File: src/hdl/vptw_divider.sv
// ============================================================================
// vptw_divider - restoring signed divider
// Computes (num * 2^FRAC) / den truncated toward zero, one bit per cycle,
// and saturates the quotient to 32 bits.
// ============================================================================
module vptw_divider #(
    parameter int FRAC = 16
)
(
    input  logic               clk,
    input  logic               rst_n,
    input  logic               start,
    input  logic signed [31:0] num,
    input  logic signed [31:0] den,
    output logic               done,
    output logic signed [31:0] quo
);
    localparam int NW = 32 + FRAC;
    localparam int CW = $clog2(NW + 1);

    logic [NW-1:0] dvd_reg, dvd_next;
    logic [NW-1:0] q_reg, q_next;
    logic [32:0]   rem_reg, rem_next;
    logic [31:0]   dvs_reg, dvs_next;
    logic          neg_reg, neg_next;
    logic [CW-1:0] cnt_reg, cnt_next;
    logic          busy_reg, busy_next;
    logic          done_reg, done_next;

    logic [NW-1:0] num_abs;
    logic [32:0]   shifted;
    logic [33:0]   diff;
    logic [NW:0]   qs;
    logic [NW:0]   lim;

    always_comb
    begin
        num_abs = num[31] ? NW'(-(NW'($signed(num)) <<< FRAC)) : NW'(NW'(num) << FRAC);
        dvd_next  = dvd_reg;
        q_next    = q_reg;
        rem_next  = rem_reg;
        dvs_next  = dvs_reg;
        neg_next  = neg_reg;
        cnt_next  = cnt_reg;
        busy_next = busy_reg;
        done_next = 1'b0;
        shifted   = {rem_reg[31:0], dvd_reg[NW-1]};
        diff      = {1'b0, shifted} - {2'b0, dvs_reg};
        if (start)
        begin
            dvd_next  = num_abs;
            dvs_next  = den[31] ? 32'(-den) : 32'(den);
            neg_next  = num[31] ^ den[31];
            rem_next  = '0;
            q_next    = '0;
            cnt_next  = CW'(NW);
            busy_next = 1'b1;
        end
        else if (busy_reg)
        begin
            dvd_next = dvd_reg << 1;
            if (!diff[33])
            begin
                rem_next = diff[32:0];
                q_next   = {q_reg[NW-2:0], 1'b1};
            end
            else
            begin
                rem_next = shifted;
                q_next   = {q_reg[NW-2:0], 1'b0};
            end
            cnt_next = cnt_reg - 1'b1;
            if (cnt_reg == CW'(1))
            begin
                busy_next = 1'b0;
                done_next = 1'b1;
            end
        end
    end

    always_ff @(posedge clk or negedge rst_n)
    begin
        if (!rst_n)
        begin
            busy_reg <= 1'b0;
            done_reg <= 1'b0;
            cnt_reg  <= '0;
        end
        else
        begin
            busy_reg <= busy_next;
            done_reg <= done_next;
            cnt_reg  <= cnt_next;
        end
    end

    always_ff @(posedge clk)
    begin
        dvd_reg <= dvd_next;
        q_reg   <= q_next;
        rem_reg <= rem_next;
        dvs_reg <= dvs_next;
        neg_reg <= neg_next;
    end

    // Saturate the signed magnitude into a 32-bit word.
    always_comb
    begin
        qs  = {1'b0, q_reg};
        lim = neg_reg ? (NW+1)'(33'h080000000) : (NW+1)'(33'h07fffffff);
        if (qs > lim)
            quo = neg_reg ? 32'sh80000000 : 32'sh7fffffff;
        else
            quo = neg_reg ? 32'(-qs) : 32'(qs);
    end

    assign done = done_reg;

endmodule

File: config.mk
export PLATFORM = sky130hd
export DESIGN_NAME = vptw_divider
export DESIGN_NICKNAME = d
export VERILOG_FILES = /design/src/hdl/vptw_divider.sv
export SDC_FILE = /design/constraint.sdc
export NUM_CORES = 1
export LEC_CHECK = 0
export ABC_AREA = 1
export BUFFER_PORTS_ARGS = -buffer_cell sky130_fd_sc_hd__buf_2
export CAP_MARGIN = 10
export CORE_MARGIN = 1
export CORE_UTILIZATION = 35
export DETAILED_ROUTE_END_ITERATION = 16
export PLACE_DENSITY = 0.52
export SYNTH_ARGS = -nofsm -noshare
export SYNTH_HDL_FRONTEND = slang
export SYNTH_SLANG_ARGS = --single-unit
File: constraint.sdc
create_clock -name clk -period 6.9 [get_ports clk]
set_clock_uncertainty 0.2 [all_clocks]
set_input_delay 0.69 -clock clk [delete_from_list [all_inputs] [get_ports clk]]
set_output_delay 0.69 -clock clk [all_outputs]
set_load 0.005 [all_outputs]
==> results of run 1 <==
==> worst min-delay path: stages (launching register included) <==
cell and delay [ps]:
dfxtp_1 330, nand2_1 50, o21ai_0 50
==> cells in the final DEF, fill, tap and decap left out, drive strengths merged <==
cell,Yosys,layout
nand2,490,490
inv,261,267
nor2,175,175
nand3,110,110
buf,32,106
dfxtp,80,80
o21ai,75,75
ha,69,69
edfxtp,65,65
xor2,60,60
a21oi,56,56
o22ai,47,47
nand4,46,46
nor3,27,27
xnor2,22,22
clkbuf,18,18
a31oi,13,13
clkinv,2,9
dfrtp,8,8
nor4,7,7
or2,7,7
o31ai,4,4
nand3b,4,4
o21bai,4,4
o211ai,4,4
a211oi,2,2
and3,2,2
o21a,1,1
a21boi,1,1
and2,1,1
fa,1,1
clkinvlp,0,1
dlygate4sd3,0,1
==> how the worst max path moves through the flow <==
stage	slack [ps]	cells past startpoint	endpoint	start
global route	1280	11	quo[2]	neg_reg
CTS	1750	11	quo[7]	neg_reg
detailed placement	2250	11	quo[7]	neg_reg
floorplan	3270	13	quo[10]	neg_reg
finish	1790	11	quo[17]	neg_reg
global placement	2430	11	quo[26]	neg_reg
==> layer usage <==
layer  up-vias  GRT usage  part of all wire
met2       222     0.2941              0.42
met1      4961     0.2851              0.52
met4         0    0.05733             0.018
met3        33    0.03201             0.041
li1       5663          -                 -
met5         -          0                 0
==> final cells by class <==
type                            instances  area (sq um)
Tap cell                              442         553.0
Fill cell                            3532         19600
Timing Repair Buffer                  107         558.0
Inverter                              263         987.2
Clock inverter                         14         137.6
Sequential cell                       153          3754
Clock buffer                           18         429.2
Multi-Input combinational cell       1228          6599
==> through the flow <==
| step | cells | hold WS [ps] | setup slack [ps] | util |
|---|---|---|---|---|
| finish | 2225 | 265.3 | 1790 | 0.3991 |
| global route | 2225 | 302.3 | 1283 | 0.3991 |
| CTS | 2225 | 274.7 | 1755 | 0.3991 |
| detailed placement | 2192 | 257.9 | 2250 | 0.3814 |
| global placement | 2192 | 245.7 | 2434 | 0.3814 |
| floorplan | 1694 | 194.4 | 3266 | - |
==> kinds of logic (layout without fill, tap and decap cells) <==
| kind of cell | count (synthesis) | count (layout) | synth area share |
|---|---|---|---|
| flops | 153 | 153 | 0.3229 |
| buf+inv | 313 | 402 | 0.1096 |
| compound gates | 207 | 207 | 0.1053 |
| fa+ha+maj | 70 | 70 | 0.07598 |
| xor+xnor | 82 | 82 | 0.06177 |
| simple gates | 869 | 869 | 0.3246 |
==> power breakdown <==
part	leakage, uW	switching, uW	total (uW)	internal [uW]
logic	0.00497	1160	1770	611
registers	0.00141	106	1200	1090
clock network	0.000275	442	919	477
total	0.00665	1700	3890	2180
==> key figures, run 1 <==
Logic synthesis
  – Cells after Synth: 1694
  – Async SR Flop Fraction: 0.05229
  – Yosys reg bits: 153
  – Largest area contributor in the netlist: edfxtp_1
  – Top area cells in the synthesized netlist: edfxtp_1, nand2_1, dfxtp_1
  – Top cell type's share of synthesized area: 0.1679
  – Sequential share of the synthesized area: 0.3229
  – Avg Inst Size Synth: 6.863 sq um
  – YS warnings: 0
  – Most common cell in the netlist: nand2_1
  – Syn Nets: 1831
  – Cell Area, Synth: 0.01163 sq mm
  – Top FF cell, synth: dfxtp_1
  – Unique masters post-synth: 50
  – Synth cell count leaders: nand2_1, inv_1, nor2_1, nand3_1, dfxtp_1
  – Post-synth EDFFs: 65

Worst hold path
  – Hold path startpoint: q_reg[47]
  – WHS Endpoint: q_reg[47]
  – Hold WC Path Type: reg -> reg
  – Hold depth: 2

Critical path
  – Worst r2r src: dvs_reg[18]
  – FF-to-FF setup slack: 3670 ps
  – Worst path slowest cell: edfxtp_1
  – Crit path buf inv count: 2
  – Critical setup path kind: reg -> out
  – Most used cell, CP: nand2_1
  – FF-to-FF path depth: 12
  – WP data required: 6010 ps
  – Worst-path cell chain: inv_1 > ha_1 > nand2_1 > nor2_1 > nand3_1 > nor3_1 > nand2_1 > nand2_1 > nand3_1 > nand2_1 > buf_2
  – Crit path largest cell delay: 910 ps
  – Critical Path End Type: output port
  – CP delay by family, top: simple AND/OR/NAND/NOR gates
  – CP Max Fanout: 31
  – Worst path arrival time: 4220 ps
  – Critical path launch point type: register
  – FF-to-FF End: rem_reg[17]

Placement
  – HPWL after detailed placement: 23.88 mm
  – Last weighted congestion value of the routability-driven placer: 0.9120
  – Buffers on Ports: 99
  – Dpl cell area: 0.01244 sq mm

Routing
  – Drt drc: 0
  – Starting DRT DRC Count: 664
  – Final wirelength: 31.67 mm
  – Vias: 10.88k
  – Detail Route Antenna Nets: 0
  – Vias per cell: 4.889
  – 1st-pass router iterations: 5
  – Routed wire length per instance: 14.23 um

Clock network
  – CTS buffer count: 17
  – Clk Latency, worst-skew pair: 440 ps
  – CTS hold repair buffers: 1
  – Htree depth: 4
  – Post-CTS setup buffers: 0
  – CTS tree: done
  – Worst-path clk slew: 60 ps
  – CTS root buffer: clkbuf_16
  – CTS Buffer Depth: 2
  – CTS Sinks: 153
  – Post-CTS Resized: 0

Power
  – Maximum VDD drop: 0.1933 mV
  – Power per cell area: 298.5 mW/mm^2
  – Pwr Total: 3886 uW
  – P_leak: 0.006648 uW

Flow run
  – Max Cap Viol: 0

Global routing
  – Initial antenna violation count: 0
  – Total Routing Usage GR: 0.1958
  – Vias in the first global route: 10.21k
  – First-pass GRT wire length: 52.67 mm
  – GRT overflow: 0
  – Largest net degree at the start of global routing: 61

Floorplanning
  – Die Ht: 184.3 um
  – Rows: 66
  – Num ports: 100
  – Starting density of the core: 0.3564
  – Core footprint: 0.03262 sq mm
  – Die W: 184.3 um
  – Die area: 0.03395 sq mm

STA
  – Achievable Freq: 195.7 MHz
  – RSZ-0062 raised after global routing: no
  – Final Setup Violations: 0
  – Final Slew Violations: 0
  – Setup TNS: 0 ps
  – Final Cycle Share: 0.7406
  – Worst relative slew slack: 0.2357
  – Final hold vios: 0
  – Crit path time final: 5110 ps
  – Worst slew pin tran: 1142 ps

Layout
  – Largest register FFs: 48
  – Final net count: 1907
  – Share of post-route cells with drive strength above 1: 0.1116
  – Area Overhead vs Synth: 11.97%
  – Diodes inserted: 0
  – Post-route cell area: 0.01302 sq mm

Outcome
  – Status: completed
Power figures use the tool's default switching activity.
==> run 2: changes to the inputs <==
PLACE_DENSITY = 0.53   (was 0.52)
clock period = 4.2 ns   (was 6.9 ns; I/O delays follow)
==> key figures, run 2 (synthesized netlist as in run 1, its figures left out) <==
Routing
  – WL met2: 12.90 mm
  – Routed wire length per instance: 13.81 um
  – Met3 wire len: 1.196 mm
  – Vias per cell: 4.808
  – Detail Route Antenna Nets: 0
  – DR top layer: met4
  – 1st-pass router iterations: 5
  – Starting DRT DRC Count: 572
  – Drt drc: 0
  – Met1 WL: 16.38 mm
  – Vias: 10.72k
  – Final wirelength: 30.78 mm

Power
  – Switching share of power: 0.4248
  – Clk pwr share: 0.238
  – Switching power: 2718 uW
  – Comb power frac: 0.456
  – Maximum VDD drop: 0.2954 mV
  – Int Power: 3680 uW
  – Sequential power share: 0.307
  – P_leak: 0.006676 uW
  – Power per cell area: 489.6 mW/mm^2

Clock network
  – CTS Sinks: 153
  – CTS root buffer: clkbuf_16
  – CTS buffer count: 17
  – Worst-path clk slew: 60 ps
  – Htree depth: 4
  – CTS tree: done
  – CTS Buffer Depth: 2
  – Post-CTS setup buffers: 0
  – Clk Latency, worst-skew pair: 430 ps

Global routing
  – First-pass GRT wire length: 51.12 mm
  – Total Routing Usage GR: 0.1886
  – GRT overflow: 0
  – Largest net degree at the start of global routing: 60
  – Initial antenna violation count: 0
  – Vias in the first global route: 10.07k

Layout
  – # fillers: 3542
  – Diodes inserted: 0
  – Area Overhead vs Synth: 12.41%
  – Most frequent cells in the layout: nand2_1, inv_1, nor2_1, buf_2, nand3_1
  – Finished Layout Cells: 2229
  – Share of post-route cells with drive strength above 1: 0.1119
  – Commonest non-fill, non-tap cell in the layout: nand2_1
  – Final net count: 1911
  – Layout Utilization: 0.4007
  – Largest register FFs: 48

STA
  – RSZ-0062 raised after global routing: no
  – Final Slew Violations: 0
  – Final Setup Violations: 0
  – Setup TNS: 0 ps
  – Crit path time final: 3613 ps
  – Achievable Freq: 276.8 MHz
  – Final hold vios: 0
  – Worst slew pin tran: 947.3 ps
  – Final Cycle Share: 0.8602
  – Worst relative slew slack: 0.3675

Flow run
  – Max Cap Viol: 0

Critical path
  – FF-to-FF setup slack: 1310 ps
  – Critical Path End Type: output port
  – Worst path arrival time: 2990 ps
  – WP data required: 3580 ps
  – Critical path launch point type: register
  – CP Max Fanout: 59
  – Critical setup path kind: reg -> out
  – FF-to-FF path depth: 14

Placement
  – Buffers on Ports: 99
  – Last weighted congestion value of the routability-driven placer: 0.8938
  – HPWL after detailed placement: 23.33 mm
  – Placed Cells: 2196

Floorplanning
  – Die area: 0.03395 sq mm
  – Rows: 66
  – Starting density of the core: 0.3564
  – Die Ht: 184.3 um
  – Num ports: 100
  – Core footprint: 0.03262 sq mm
  – Die W: 184.3 um

Worst hold path
  – Hold WC Path Type: in -> reg
  – Hold depth: 1

Outcome
  – Status: completed
run 2: cell count changes in the layout (fill, tap and decap cells not counted), moves of 3 or more:
cell,delta
clkinv_4,-4
clkbuf_16,+3
buf_4,+3
clkbuf_1,+3
run 2: layout make-up:
class | instances | area [sq um] | share of cell area
multi-input cells | 1228 | 6604 | 0.5053
flip-flops and latches | 153 | 3754 | 0.2872
inverters | 263 | 987.2 | 0.07554
repair buffers | 111 | 600.6 | 0.04595
well taps | 442 | 553.0 | 0.04232
clock buffers | 24 | 515.5 | 0.03944
clock inverters | 8 | 55.05 | 0.004213
run 2: repair_timing:
action                                  CTS  global route
endpoints found under the hold margin     8             0
endpoints found under the setup margin    0             1
resized for setup                         0             1
hold buffers                              1             0
run 2: power by group through the flow:
stage,registers (uW),clock network (uW),logic (uW)
after floorplan,1940,0,2230
after global placement,1990,0,2880
after detailed placement,1990,0,2900
after CTS,1960,1560,2910
after global routing,1990,1620,3300
final,1960,1520,2910
run 2: path summary, 6_finish.rpt:
check	from	end
hold reg to reg	q_reg[47]	q_reg[47]
setup reg to reg	dvs_reg[6]	rem_reg[17]
setup / recovery	neg_reg	quo[14]
max in group asynchronous	rst_n	cnt_reg[0]
hold / removal	den[0]	dvs_reg[0]
min in group asynchronous	rst_n	done
run 2: metrics by stage:
stage / setup slack, ps / power, uW / hold slack [ps] / instance area (sq um)
after floorplan: 835.8 / 4170 / -75.59 / 11630
after global placement: 999.0 / 4868 / 85.51 / 12480
after detailed placement: 862.5 / 4887 / 80.00 / 12480
after CTS: 392.2 / 6435 / 22.27 / 13060
after global routing: 171.7 / 6914 / 26.37 / 13070
final: 587.1 / 6398 / 54.06 / 13070
run 2: layer usage:
layer / up-vias / track usage
li1: 5649 / -
met5: - / 0
met2: 213 / 0.2845
met3: 19 / 0.02371
met1: 4836 / 0.2815
met4: 0 / 0.04567
run 2: critical path: stages (launching register included):
cell and delay (ps):
edfxtp_1 380, buf_4 330, ha_1 410, nand4_1 140, nor4_1 240, inv_1 90, o21ai_0 180, nand2_1 70
nand2_1 140, nand3_1 130, buf_4 240, nand2_1 80, buf_2 100
